File: src/rtl/crsf_pkg.sv
// Shared types, constants and the CRC-8 byte fold for the frame builder.
// Used by the front, queue, back and top-level modules; no dependencies.
package crsf_pkg;

  localparam int unsigned MaxPayloadDefault = 60;
  localparam int unsigned QueueDepth = 4;
  localparam logic [7:0] CrcPoly = 8'hD5;
  localparam logic [7:0] CrcTop = 8'h80;
  localparam logic [7:0] AddrReset = 8'hEA;
  localparam logic [7:0] LenOverhead = 8'd2;
  localparam int unsigned PaddrWidth = 3;
  localparam logic RegIdxAddress = 1'b0;

  typedef struct packed {
    logic [7:0] data;
    logic [7:0] len_byte;
    logic [7:0] crc;
    logic       start;
    logic       last;
  } item_t;

  function automatic logic [7:0] crc_fold(input logic [7:0] crc, input logic [7:0] b);
    logic [7:0] c;
    c = crc ^ b;
    for (int k = 0; k < 8; k++) begin
      if ((c & CrcTop) != 8'd0) begin
        c = (c << 1) ^ CrcPoly;
      end else begin
        c = c << 1;
      end
    end
    return c;
  endfunction

endpackage

File: src/rtl/crsf_front.sv
// Front end: accepts input requests, folds the CRC and forms queue entries.
// Depends on crsf_pkg.
module crsf_front
  import crsf_pkg::*;
#(
  parameter int unsigned MAX_PAYLOAD = MaxPayloadDefault
) (
  input  logic       clk,
  input  logic       rst,
  input  logic       in_valid,
  output logic       in_ready,
  input  logic [7:0] in_data,
  input  logic       in_start,
  input  logic [5:0] in_len,
  input  logic       in_last,
  input  logic       q_full,
  output logic       q_push,
  output item_t      q_entry
);

  logic [7:0] running_crc;
  logic [7:0] running_crc_next;
  logic [7:0] crc_new;
  logic [7:0] len_ext;
  logic [7:0] len_max;
  logic [7:0] len_sat;

  assign in_ready = !q_full;
  assign q_push   = in_valid && !q_full;

  assign len_ext = {2'b00, in_len};
  assign len_max = 8'(MAX_PAYLOAD);
  assign len_sat = (len_ext > len_max) ? len_max : len_ext;
  assign crc_new = crc_fold(in_start ? 8'd0 : running_crc, in_data);

  always_comb begin
    q_entry.data     = in_data;
    q_entry.len_byte = len_sat + LenOverhead;
    q_entry.crc      = crc_new;
    q_entry.start    = in_start;
    q_entry.last     = in_last;
  end

  assign running_crc_next = in_last ? 8'd0 : crc_new;

  always_ff @(posedge clk) begin
    if (rst) begin
      running_crc <= 8'd0;
    end else if (q_push) begin
      running_crc <= running_crc_next;
    end
  end

endmodule

File: src/rtl/crsf_queue.sv
// Short FIFO of classified items between the front and the back.
// Depends on crsf_pkg.
module crsf_queue
  import crsf_pkg::*;
(
  input  logic  clk,
  input  logic  rst,
  input  logic  push,
  input  item_t push_entry,
  input  logic  pop,
  output logic  full,
  output logic  nonempty,
  output item_t head,
  output logic [$clog2(QueueDepth+1)-1:0] level
);

  localparam int unsigned PtrW = $clog2(QueueDepth);
  localparam int unsigned CntW = $clog2(QueueDepth + 1);

  item_t mem [QueueDepth];
  logic [PtrW-1:0] wr_ptr;
  logic [PtrW-1:0] rd_ptr;
  logic [CntW-1:0] count;

  assign full     = (count == CntW'(QueueDepth));
  assign nonempty = (count != '0);
  assign head     = mem[rd_ptr];
  assign level    = count;

  always_ff @(posedge clk) begin
    if (push) begin
      mem[wr_ptr] <= push_entry;
    end
  end

  always_ff @(posedge clk) begin
    if (rst) begin
      wr_ptr <= '0;
      rd_ptr <= '0;
      count  <= '0;
    end else begin
      if (push) begin
        wr_ptr <= (wr_ptr == PtrW'(QueueDepth - 1)) ? '0 : wr_ptr + 1'b1;
      end
      if (pop) begin
        rd_ptr <= (rd_ptr == PtrW'(QueueDepth - 1)) ? '0 : rd_ptr + 1'b1;
      end
      case ({push, pop})
        2'b10:   count <= count + 1'b1;
        2'b01:   count <= count - 1'b1;
        default: count <= count;
      endcase
    end
  end

endmodule

File: src/rtl/crsf_back.sv
// Back end: serializes queue entries into header (start entry), data and CRC
// (last entry) bytes through a registered output stage. Depends on crsf_pkg.
module crsf_back
  import crsf_pkg::*;
(
  input  logic       clk,
  input  logic       rst,
  input  logic       q_nonempty,
  input  item_t      q_head,
  output logic       q_pop,
  input  logic [7:0] address_byte,
  output logic       out_valid,
  input  logic       out_ready,
  output logic [7:0] out_byte,
  output logic       out_end
);

  typedef enum logic [1:0] {
    POS_ADDR = 2'd0,
    POS_LEN  = 2'd1,
    POS_DATA = 2'd2,
    POS_CRC  = 2'd3
  } pos_t;

  logic [1:0] step;
  logic [1:0] step_next;
  pos_t       pos;
  pos_t       pos_final;
  logic       load;
  logic [7:0] byte_sel;

  assign load      = q_nonempty && (!out_valid || out_ready);
  assign pos       = pos_t'((q_head.start ? POS_ADDR : POS_DATA) + step);
  assign pos_final = q_head.last ? POS_CRC : POS_DATA;
  assign q_pop     = load && (pos == pos_final);
  assign step_next = q_pop ? 2'd0 : step + 2'd1;

  always_comb begin
    case (pos)
      POS_ADDR: byte_sel = address_byte;
      POS_LEN:  byte_sel = q_head.len_byte;
      POS_DATA: byte_sel = q_head.data;
      POS_CRC:  byte_sel = q_head.crc;
      default:  byte_sel = q_head.data;
    endcase
  end

  always_ff @(posedge clk) begin
    if (rst) begin
      step      <= 2'd0;
      out_valid <= 1'b0;
    end else begin
      if (load) begin
        step      <= step_next;
        out_valid <= 1'b1;
      end else if (out_ready) begin
        out_valid <= 1'b0;
      end
    end
  end

  always_ff @(posedge clk) begin
    if (load) begin
      out_byte <= byte_sel;
      out_end  <= (pos == POS_CRC);
    end
  end

endmodule

File: src/rtl/crsf_frame_builder.sv
// Top level of the serial frame builder with CRC-8 (polynomial 0xD5).
// Depends on crsf_pkg, crsf_front, crsf_queue and crsf_back.
//
// Input stream (s_*): one request per byte. A request with s_tuser set opens
// a frame and carries the type byte and payload length; s_tlast marks the
// last request of the frame. Output stream (m_*): the frame bytes in order,
// address, length, type, payload, then the CRC with m_tlast set.
// The APB port holds the address byte at byte addresses 0 to 3 (reset 0xEA).
//
// An accepted request passes through the queue and the output byte register
// before its first byte appears on m_*. The back end emits one byte per cycle
// while m_tready is high, so payload requests then flow at one per cycle; a
// start request yields three output bytes and a closing request one more. A
// four-entry queue lets the front keep accepting while header and CRC bytes
// are sent. When the receiver stalls, the output register holds and the queue
// fills, after which s_tready drops. Reset empties the queue, clears the
// running CRC and restores the address byte.
module crsf_frame_builder
  import crsf_pkg::*;
#(
  parameter int unsigned MAX_PAYLOAD = MaxPayloadDefault
) (
  input  logic                  clk,
  input  logic                  rst,
  input  logic                  s_tvalid,
  output logic                  s_tready,
  input  logic [15:0]           s_tdata,  // [7:0] data_byte, [13:8] payload_len, [15:14] zero
  input  logic                  s_tuser,  // [0] frame_start
  input  logic                  s_tlast,
  output logic                  m_tvalid,
  input  logic                  m_tready,
  output logic [7:0]            m_tdata,  // [7:0] out_byte
  output logic                  m_tlast,
  input  logic                  psel,
  input  logic                  penable,
  input  logic                  pwrite,
  input  logic [PaddrWidth-1:0] paddr,
  input  logic [31:0]           pwdata,
  output logic [31:0]           prdata,
  output logic                  pready
);

  logic       address_byte;
  logic [7:0] addr_reg;
  logic       reg_hit;
  logic       q_push;
  logic       q_pop;
  logic       q_full;
  logic       q_nonempty;
  item_t      q_entry;
  item_t      q_head;
  logic [$clog2(QueueDepth+1)-1:0] q_level;

  assign pready       = 1'b1;
  assign reg_hit      = (paddr[PaddrWidth-1] == RegIdxAddress);
  assign address_byte = reg_hit;
  assign prdata       = address_byte ? {24'd0, addr_reg} : 32'd0;

  always_ff @(posedge clk) begin
    if (rst) begin
      addr_reg <= AddrReset;
    end else if (psel && penable && pwrite && pready && reg_hit) begin
      addr_reg <= pwdata[7:0];
    end
  end

  crsf_front #(
    .MAX_PAYLOAD(MAX_PAYLOAD)
  ) u_front (
    .clk      (clk),
    .rst      (rst),
    .in_valid (s_tvalid),
    .in_ready (s_tready),
    .in_data  (s_tdata[7:0]),
    .in_start (s_tuser),
    .in_len   (s_tdata[13:8]),
    .in_last  (s_tlast),
    .q_full   (q_full),
    .q_push   (q_push),
    .q_entry  (q_entry)
  );

  crsf_queue u_queue (
    .clk        (clk),
    .rst        (rst),
    .push       (q_push),
    .push_entry (q_entry),
    .pop        (q_pop),
    .full       (q_full),
    .nonempty   (q_nonempty),
    .head       (q_head),
    .level      (q_level)
  );

  crsf_back u_back (
    .clk          (clk),
    .rst          (rst),
    .q_nonempty   (q_nonempty),
    .q_head       (q_head),
    .q_pop        (q_pop),
    .address_byte (addr_reg),
    .out_valid    (m_tvalid),
    .out_ready    (m_tready),
    .out_byte     (m_tdata),
    .out_end      (m_tlast)
  );

  a_level_bound: assert property (@(posedge clk) disable iff (rst)
    q_level <= ($clog2(QueueDepth+1))'(QueueDepth))
    else $error("Queue level exceeds its depth.");

  a_ready_level: assert property (@(posedge clk) disable iff (rst)
    s_tready == (q_level != ($clog2(QueueDepth+1))'(QueueDepth)))
    else $error("Input ready does not follow queue occupancy.");

  a_reset_idle: assert property (@(posedge clk)
    rst |=> !m_tvalid && (q_level == '0))
    else $error("Output or queue not empty after reset.");

  a_pop_nonempty: assert property (@(posedge clk) disable iff (rst)
    q_pop |-> q_nonempty && !q_push || q_nonempty)
    else $error("Queue popped while empty.");

endmodule
File: config.mk
export PLATFORM = sky130hd
export DESIGN_NAME = crsf_frame_builder
export DESIGN_NICKNAME = d
export VERILOG_FILES = /design/src/rtl/crsf_pkg.sv /design/src/rtl/crsf_front.sv /design/src/rtl/crsf_queue.sv /design/src/rtl/crsf_back.sv /design/src/rtl/crsf_frame_builder.sv
export SDC_FILE = /design/constraint.sdc
export NUM_CORES = 1
export LEC_CHECK = 0
export ABC_CLOCK_PERIOD_IN_PS = 3500
export BUFFER_PORTS_ARGS = -buffer_cell sky130_fd_sc_hd__clkbuf_2
export CAP_MARGIN = 0
export CORE_MARGIN = 8
export CORE_UTILIZATION = 56
export DETAILED_ROUTE_END_ITERATION = 8
export GPL_TIMING_DRIVEN = 0
export PLACE_DENSITY = 0.9
export SYNTH_ARGS = -nofsm -noshare
export SYNTH_HDL_FRONTEND = slang
export SYNTH_SLANG_ARGS = --single-unit
File: constraint.sdc
create_clock -name clk -period 3.5 [get_ports clk]
set_input_delay 0.7 -clock clk [delete_from_list [all_inputs] [get_ports clk]]
set_output_delay 0.7 -clock clk [all_outputs]
set_load 0.01 [all_outputs]
==> results of run 1 <==
## through the flow
step                std cells  hold WS [ns]
finish                    634         0.386
global route              634         0.387
CTS                       634         0.364
detailed placement        602         0.466
global placement          602         0.455
floorplan                 413         0.442
## metal layers
metal	vias to the layer above	GRT usage [%]	routed length [µm]
met1	1701	20.2	4500
met3	56	7.37	1570
met4	0	11.2	626
li1	1554	-	-
met2	258	32.1	6660
met5	-	0	0
## where the power goes
group / internal [mW] / leakage [nW] / total (mW) / switching (mW)
logic: 0.709 / 1.14 / 1.67 / 0.963
clock network: 1.17 / 0.293 / 1.83 / 0.662
registers: 2.24 / 1.23 / 2.36 / 0.122
## how the worst max path moves through the flow
stage              from                       endpoint  slack [ns]
2_1_floorplan  register  u_queue.level[2]$_SDFFE_PP0P_        0.76
3_3_place_gp   m_tready  u_queue.level[2]$_SDFFE_PP0P_        0.41
3_5_place_dp   m_tready  u_queue.level[2]$_SDFFE_PP0P_        0.31
4_1_cts        register  u_queue.level[2]$_SDFFE_PP0P_        0.39
5_1_grt        register  u_queue.level[2]$_SDFFE_PP0P_        0.25
6_report       register  u_queue.level[2]$_SDFFE_PP0P_        0.41
## final cells by class
cell class              count  area [µm²]  area share (%)
plain buffers              43         269            3.74
clock inverters            13         176            2.46
clock buffers              19         432            6.01
inverters                   9        33.8           0.470
well taps                 140         175            2.44
flip-flops and latches    137        3830            53.4
multi-input cells         224        2020            28.1
repair buffers             49         245            3.41
## synthesized netlist by cell type (all sizes together) (6+ instances only)
| library cell | count |
|---|---|
| edfxtp | 109 |
| buf | 31 |
| xnor2 | 31 |
| mux4 | 30 |
| dfxtp | 28 |
| nor2 | 23 |
| nand2 | 21 |
| xor2 | 14 |
| clkbuf | 12 |
| nor2b | 11 |
| a21oi | 10 |
| inv | 8 |
| ha | 7 |
| mux2i | 7 |
| a22oi | 6 |
## kinds of logic (layout without fill, tap and decap cells)
kind of cell,Yosys count,after routing,synth area share [%]
other,2,29,0.124
buffers and inverters,52,133,5.00
flip-flops,137,137,63.3
multiplexers,38,38,12.5
AO/OA/AOI/OAI,21,21,2.15
adder cells (fa/ha/maj),8,8,1.78
AND/OR/NAND/NOR,81,81,6.82
XOR/XNOR,47,47,8.33
==> flow_metrics.tcl, run 1 <==
set metrics [dict create \
    outcome "completed" \
    worst_slew_margin_rel_pct 6.64 \
    cts-root-buf "sky130_fd_sc_hd__clkbuf_8" \
    grt.overflow.total 0 \
    tritoncts_num_sinks 137 \
    synth-seq-area-share_pct 63.3 \
    leakage_nw 2.67 \
    synth_top_cell_area_share_pct 54.0 \
    grt_max_degree 26 \
    layout_commonest_cell "sky130_fd_sc_hd__edfxtp_1" \
    fill_cells 660 \
    path_clk_slew_ns 0.06 \
    setup_slack_of_the_most_critical_reg_to_reg_path_ns 0.41 \
    cp_capture_type "register" \
    top_register "u_queue.mem" \
    postRouteAntennaNets 0 \
    floorplan.die.height_um 120 \
    drt_iter0_drc 352 \
    slew_violations 0 \
    async_reset_ff_share_pct 0 \
    achievable-frequency_ghz 0.323 \
    timing.critical_path.slowest_cell_delay_ns 0.53 \
    min_from "rst" \
    post-route-min-period_ns 3.09 \
    crit_required_ns 3.95 \
    layout_stage_area_growth_over_the_synthesis_result_pct 18.7 \
    netlist_instances 386 \
    rr_endpoint "u_queue.level[2]$_SDFFE_PP0P_" \
    htree_num_levels 4 \
    tritoncts_clock_tree "built" \
    place.detailed.hpwl_mm 8.76 \
    max_ffs_per_register 100 \
    synth_warnings 0 \
    fin_total_pwr_mw 5.87 \
    start_kind "register" \
    peakVddDrop_mv 0.486 \
    cap_violations 0 \
    per_cell_routed_wire_length_um 21.1 \
    final_nets 549 \
    syn-mean-instance-area_um2 15.7 \
    setup_slack_after_layout_ns 0.405 \
    fin_skew_ns 0.00630 \
    signal_arrival_time_at_the_worst_endpoint_ns 3.55 \
    cp_num_cells 11 \
    num_rows 38 \
    post-cts-setup-buffer-count 0 \
    fin_setup_tns_ns 0 \
    cpLargestDelayFamily "adder cells" \
    critPathSlowestCell "sky130_fd_sc_hd__mux4_2" \
    cts_buffers 17 \
    number_of_enable_flip_flop_cells_after_synthesis 109 \
    min_path_type "in -> reg" \
    design.die.area_um2 14400 \
    worst-path-buf-inv 3 \
    viasPerCell 5.63 \
    synth_cell_types 44 \
    synth_area_leader_cell "sky130_fd_sc_hd__edfxtp_1" \
    boundaryPins 104 \
    count_of_hold_buffers_inserted_by_post_cts_repair 0 \
    most_used_flip_flop_cell_after_synthesis "sky130_fd_sc_hd__edfxtp_1" \
    critPathKind "reg -> reg" \
    antenna_cells_inserted 0 \
    vias_in_the_first_global_route 3747 \
    worstRegToRegCells 11 \
    cell_breakdown_of_the_critical_path "buf_2 > mux4_2 > xnor2_1 > and3_1 > clkbuf_1 > ha_1 > inv_1 > fa_1 > xor2_1 > or3_1 > a21oi_1" \
    total_iterations_of_the_first_detailed_routing_run 5 \
    fin_util_pct 67.2 \
    die_w_um 120 \
    rsz0062_at_grt "no" \
    antenna_found_initial 0 \
    finalInstanceArea_um2 7190 \
    synth_area_um2 6060 \
    max_slew.worst_pin.slew_ns 1.40 \
    detailroute.via_count 3569 \
    crit_path_max_fanout 6 \
    hold_violations 0 \
    route.final.wire_length_mm 13.4 \
    grt_first_pass_wirelength_mm 20.3 \
    global_route.usage.total_pct 19.1 \
    yosys-top-cells-area "sky130_fd_sc_hd__edfxtp_1 54%, sky130_fd_sc_hd__mux4_2 11%, sky130_fd_sc_hd__dfxtp_1 9.3%, sky130_fd_sc_hd__xnor2_1 3.8%, sky130_fd_sc_hd__buf_4 3.2%" \
    min_period_over_period_pct 88.4 \
    drive_gt1_share_pct 31.2 \
    p_per_area_nw_per_um2 816 \
    hold_path_depth 2 \
    cts_buffer_depth 2 \
    cts_resized 0 \
    fp.coreArea_um2 10700 \
    placed_cell_area_um2 6580 \
    drt_drc 0 \
    post_place_worst_slack_ns 0.307 \
    synth_seq_cells 137 \
    clock_insertion_delay_worst_skew_ns 0.53 \
    portBuffers 49 \
    most-common-layout-cells "109 x sky130_fd_sc_hd__edfxtp_1, 49 x sky130_fd_sc_hd__clkbuf_2, 30 x sky130_fd_sc_hd__mux4_2" \
    gpl.final_weighted_congestion 0.807 \
    finalSetupViolCount 0 \
    initial_utilization_pct 56.6 \
    timing.hold.worst_endpoint "u_back.step[1]$_SDFFE_PP0P_" \
]
No activity file was read; power rests on OpenSTA's default activity.
==> run 2, diff against run 1 <==
--- a/config.mk
+++ b/config.mk
@@ -12,7 +12,7 @@
 export CORE_UTILIZATION = 56
 export DETAILED_ROUTE_END_ITERATION = 8
 export GPL_TIMING_DRIVEN = 0
-export PLACE_DENSITY = 0.9
+export PLACE_DENSITY = 0.81
 export SYNTH_ARGS = -nofsm -noshare
 export SYNTH_HDL_FRONTEND = slang
 export SYNTH_SLANG_ARGS = --single-unit
==> run 2 against run 1 <==
Worst hold slack improved by 0.00066 ns. Global-route usage down 0.20 points. Total power is 1.1% higher. Critical path type unchanged. Largest power group unchanged. Highest routed layer unchanged.
==> flow_metrics.tcl, run 2 (same netlist as run 1, synthesis figures left out) <==
set metrics [dict create \
    outcome "completed" \
    cap_violations 0 \
    initial_utilization_pct 56.6 \
    max_ffs_per_register 100 \
    critPathSlowestCell "sky130_fd_sc_hd__mux4_2" \
    grt.overflow.total 0 \
    combPwrFrac_pct 28.0 \
    peakVddDrop_mv 0.421 \
    p_per_area_nw_per_um2 822 \
    max_slew.worst_pin.slew_ns 1.37 \
    gpl.final_weighted_congestion 0.840 \
    grt_first_pass_wirelength_mm 20.1 \
    antenna_cells_inserted 0 \
    power.share.switching_pct 29.3 \
    global_route.usage.total_pct 18.9 \
    achievable-frequency_ghz 0.316 \
    multi_input_comb_area_um2 2020 \
    cts_resized 0 \
    boundaryPins 104 \
    top_register "u_queue.mem" \
    setup_slack_after_layout_ns 0.337 \
    clkPwrFrac_pct 32.3 \
    cts_buffer_depth 2 \
    fin_skew_ns 0.0143 \
    leakage_nw 2.68 \
    final_nets 549 \
    fill_cells 707 \
    fin_total_pwr_mw 5.93 \
    die_w_um 120 \
    path_clk_slew_ns 0.06 \
    post_place_worst_slack_ns 0.344 \
    num_rows 38 \
    cpLargestDelayFamily "adder cells" \
    grt_max_degree 26 \
    design.die.area_um2 14400 \
    slew_violations 0 \
    layout_stage_area_growth_over_the_synthesis_result_pct 19.0 \
    signal_arrival_time_at_the_worst_endpoint_ns 3.62 \
    vias_in_the_first_global_route 3618 \
    drive_gt1_share_pct 31.2 \
    pwr-share-seq_pct 39.7 \
    place.detailed.hpwl_mm 8.35 \
    antenna_found_initial 0 \
    most-common-layout-cells "109 x sky130_fd_sc_hd__edfxtp_1, 49 x sky130_fd_sc_hd__clkbuf_2, 30 x sky130_fd_sc_hd__mux4_2" \
    gr_met1_demand_resource_pct 21.4 \
    portBuffers 49 \
    hold_ws_ns 0.386 \
    route.final.wire_length_mm 13.1 \
    cts_buffers 17 \
    fin_setup_tns_ns 0 \
    start_kind "register" \
    postRouteAntennaNets 0 \
    rsz0062_at_grt "no" \
    count_of_hold_buffers_inserted_by_post_cts_repair 0 \
    finalSetupViolCount 0 \
    post-route-min-period_ns 3.16 \
    drt_drc 0 \
    cell_breakdown_of_the_critical_path "buf_2 > mux4_2 > xnor2_1 > and3_1 > clkbuf_1 > ha_1 > inv_1 > fa_1 > xor2_1 > or3_1 > a21oi_1" \
    top_usage_layer "met2" \
    worst-path-buf-inv 3 \
    detailroute.via_count 3468 \
    clock_insertion_delay_worst_skew_ns 0.54 \
    cp_capture_type "register" \
    cts-root-buf "sky130_fd_sc_hd__clkbuf_8" \
    tritoncts_clock_tree "built" \
    timing.critical_path.slowest_cell_delay_ns 0.54 \
    tritoncts_num_sinks 137 \
    per_cell_routed_wire_length_um 20.6 \
    layout_commonest_cell "sky130_fd_sc_hd__edfxtp_1" \
    crit_path_max_fanout 6 \
    min_period_over_period_pct 90.4 \
    hold_violations 0 \
    p_int_mw 4.19 \
    floorplan.die.height_um 120 \
    drt_iter0_drc 402 \
    min_path_type "in -> reg" \
    fp.coreArea_um2 10700 \
    fin_util_pct 67.4 \
    worst_slew_margin_rel_pct 8.39 \
    total_iterations_of_the_first_detailed_routing_run 5 \
    met3_usage_pct 7.09 \
    critPathKind "reg -> reg" \
    htree_num_levels 4 \
    grt.met2_usage_pct 31.6 \
    seq_area_um2 3830 \
    post-cts-setup-buffer-count 0 \
    net_switching_power_mw 1.74 \
    viasPerCell 5.47 \
    crit_required_ns 3.95 \
]
## run 2: final timing paths
check | end | depth (start not counted) | start | slack (ns)
setup / recovery | u_queue.level[2]$_SDFFE_PP0P_ | 11 | register | 0.34
hold / removal | addr_reg[3]$_SDFFE_PP1P_ | 3 | pwdata[3] | 0.39
setup reg to reg | u_queue.level[2]$_SDFFE_PP0P_ | 11 | register | 0.34
hold reg to reg | u_back.out_valid$_SDFFE_PP0P_ | 2 | u_back.out_valid$_SDFFE_PP0P_ | 0.48
## run 2: worst min-delay path, cell delays in order
cell and delay [ns]:
sky130_fd_sc_hd__clkbuf_2 0.08, sky130_fd_sc_hd__nand2_1 0.04, sky130_fd_sc_hd__nand3b_1 0.07
## run 2: metrics by stage
step	instances	cell area, µm²
after floorplan	413	6160
after global placement	602	6580
after detailed placement	602	6580
after CTS	634	7210
after global routing	634	7210
final	634	7210
## run 2: cell type report
class | count | share of cell area, %
inverters | 9 | 0.469
well taps | 140 | 2.43
repair buffers | 49 | 3.40
multi-input cells | 224 | 28.0
clock inverters | 13 | 2.76
plain buffers | 43 | 3.73
clock buffers | 19 | 5.99
flip-flops and latches | 137 | 53.2
## run 2: power groups by stage
stage / sequential (mW) / combinational [mW] / clock [mW]
CTS: 2.35 / 1.66 / 1.93
detailed placement: 2.37 / 1.61 / 0
finish: 2.35 / 1.66 / 1.92
global placement: 2.36 / 1.54 / 0
global route: 2.38 / 1.79 / 1.99
floorplan: 2.37 / 1.17 / 0
## run 2: per-layer routing
| metal | vias to the layer above | share of wire (%) |
|---|---|---|
| li1 | 1553 | - |
| met1 | 1706 | 37 |
| met2 | 186 | 51 |
| met3 | 23 | 10 |
| met4 | 0 | 1.9 |
| met5 | - | 0 |
==> run 3, diff against run 2 <==
--- a/config.mk
+++ b/config.mk
@@ -9,10 +9,11 @@
 export BUFFER_PORTS_ARGS = -buffer_cell sky130_fd_sc_hd__clkbuf_2
 export CAP_MARGIN = 0
 export CORE_MARGIN = 8
-export CORE_UTILIZATION = 56
+export CORE_UTILIZATION = 45
 export DETAILED_ROUTE_END_ITERATION = 8
 export GPL_TIMING_DRIVEN = 0
-export PLACE_DENSITY = 0.81
+export PLACE_DENSITY = 0.67
+export SLEW_MARGIN = 20
 export SYNTH_ARGS = -nofsm -noshare
 export SYNTH_HDL_FRONTEND = slang
 export SYNTH_SLANG_ARGS = --single-unit
==> run 3 against run 2 <==
Maximum frequency grew 3.3%. Sequential share of layout area shrank 0.23 points. Routed wire length shrank 9.5%. Clock skew shrank 0.0085 ns. Total power shrank 2.6%. Critical path depth is the same. Clock power shrank 5%. Setup slack gained 0.10 ns. Die area grew 21%. Via count shrank 4.1%. Non-clock buffer count is the same. Global-route usage shrank 4.6 points. Critical path type unchanged. Critical endpoint unchanged. Largest cell class unchanged.
==> flow_metrics.tcl, run 3 (same netlist as run 1, synthesis figures left out) <==
set metrics [dict create \
    viasPerCell 4.96 \
    floorplan.die.height_um 132 \
    cts_buffers 17 \
    boundaryPins 104 \
    design.die.area_um2 17400 \
    min_path_type "reg -> reg" \
    fin_total_pwr_mw 5.78 \
    fin_skew_ns 0.00580 \
    p_per_area_nw_per_um2 798 \
    layout_commonest_cell "sky130_fd_sc_hd__edfxtp_1" \
    hold_ws_ns 0.470 \
    vias_in_the_first_global_route 3437 \
    crit_required_ns 3.84 \
    dpl.cell_count 638 \
    worst_slew_margin_rel_pct 38.9 \
    antenna_cells_inserted 0 \
    cell_breakdown_of_the_critical_path "buf_2 > mux4_2 > xnor2_1 > and3_1 > clkbuf_1 > ha_1 > inv_1 > fa_1 > xor2_1 > or3_1 > a21oi_1" \
    die_w_um 132 \
    cts-root-buf "sky130_fd_sc_hd__clkbuf_16" \
    grt.overflow.total 0 \
    tritoncts_num_sinks 137 \
    per_cell_routed_wire_length_um 17.6 \
    cp_capture_type "register" \
    fp.coreArea_um2 13200 \
    final_nets 549 \
    path_clk_slew_ns 0.06 \
    peakVddDrop_mv 0.383 \
    finalInstanceArea_um2 7240 \
    placed_cell_area_um2 6630 \
    cap_violations 0 \
    finalSetupViolCount 0 \
    clock_insertion_delay_worst_skew_ns 0.41 \
    cts_resized 0 \
    finish.cell_count_without_fillers 670 \
    grt_max_degree 26 \
    most-common-layout-cells "109 x sky130_fd_sc_hd__edfxtp_1, 49 x sky130_fd_sc_hd__clkbuf_2, 30 x sky130_fd_sc_hd__mux4_2" \
    count_of_hold_buffers_inserted_by_post_cts_repair 0 \
    layout_stage_area_growth_over_the_synthesis_result_pct 19.6 \
    drt_iter0_drc 212 \
    timing.critical_path.slowest_cell_delay_ns 0.54 \
    grt_first_pass_wirelength_mm 18.8 \
    achievable-frequency_ghz 0.327 \
    critPathKind "reg -> reg" \
    tritoncts_clock_tree "built" \
    leakage_nw 2.67 \
    min_period_over_period_pct 87.5 \
    detailroute.via_count 3326 \
    fin_setup_tns_ns 0 \
    postRouteAntennaNets 0 \
    drt_drc 0 \
    fin_util_pct 54.9 \
    top_register "u_queue.mem" \
    place.detailed.hpwl_mm 8.01 \
    drive_gt1_share_pct 32.0 \
    slew_violations 0 \
    hold_violations 0 \
    gpl.final_weighted_congestion 0.777 \
    signal_arrival_time_at_the_worst_endpoint_ns 3.41 \
    htree_num_levels 4 \
    max_ffs_per_register 100 \
    critPathSlowestCell "sky130_fd_sc_hd__mux4_2" \
    post-route-min-period_ns 3.06 \
    portBuffers 49 \
    max_slew.worst_pin.slew_ns 0.916 \
    crit_path_max_fanout 6 \
    initial_utilization_pct 45.9 \
    cpLargestDelayFamily "adder cells" \
    cts_buffer_depth 2 \
    worst-path-buf-inv 3 \
    start_kind "register" \
    outcome "completed" \
    antenna_found_initial 0 \
    global_route.usage.total_pct 14.3 \
    post_place_worst_slack_ns 0.344 \
    rsz0062_at_grt "no" \
    setup_slack_after_layout_ns 0.437 \
    total_iterations_of_the_first_detailed_routing_run 4 \
    num_rows 42 \
    fill_cells 1062 \
    post-cts-setup-buffer-count 0 \
    route.final.wire_length_mm 11.8 \
]
run 3: area by class of cell:
cell class              instances  area (µm²)  area share [%]
plain buffers                  43         269            3.72
clock buffers                  20         467            6.45
clock inverters                12         146            2.02
inverters                       9        33.8           0.467
multi-input cells             224        2030            28.0
flip-flops and latches        137        3830            52.9
well taps                     176         220            3.04
repair buffers                 49         245            3.39
run 3: path summary, 6_finish.rpt:
kind,cells after the start,endpoint,from,slack [ns]
worst max register to register,11,u_queue.level[2]$_SDFFE_PP0P_,register,0.44
worst min register to register,2,addr_reg[0]$_SDFFE_PP0P_,addr_reg[0]$_SDFFE_PP0P_,0.47
worst min-delay path,2,addr_reg[0]$_SDFFE_PP0P_,addr_reg[0]$_SDFFE_PP0P_,0.47
worst max-delay path,11,u_queue.level[2]$_SDFFE_PP0P_,register,0.44
run 3: per-layer routing:
metal | up-vias | global-route usage (%) | share of wire [%]
met5 | - | 0 | 0
met4 | 0 | 5.17 | 1.6
met3 | 15 | 5.14 | 6.7
met2 | 100 | 23.9 | 49
met1 | 1652 | 16.5 | 43
li1 | 1559 | - | -
run 3: worst min-delay path, stage by stage (launching register included):
cell                      delay, ns
sky130_fd_sc_hd__dfxtp_1       0.32
sky130_fd_sc_hd__nand2_1       0.05
sky130_fd_sc_hd__a21oi_1       0.05
run 3: report_power, final:
group / total, mW / switching (mW) / internal, mW / leakage (nW)
logic: 1.63 / 0.918 / 0.708 / 1.14
registers: 2.34 / 0.0981 / 2.24 / 1.23
clock network: 1.82 / 0.645 / 1.17 / 0.300
total: 5.78 / 1.66 / 4.12 / 2.67
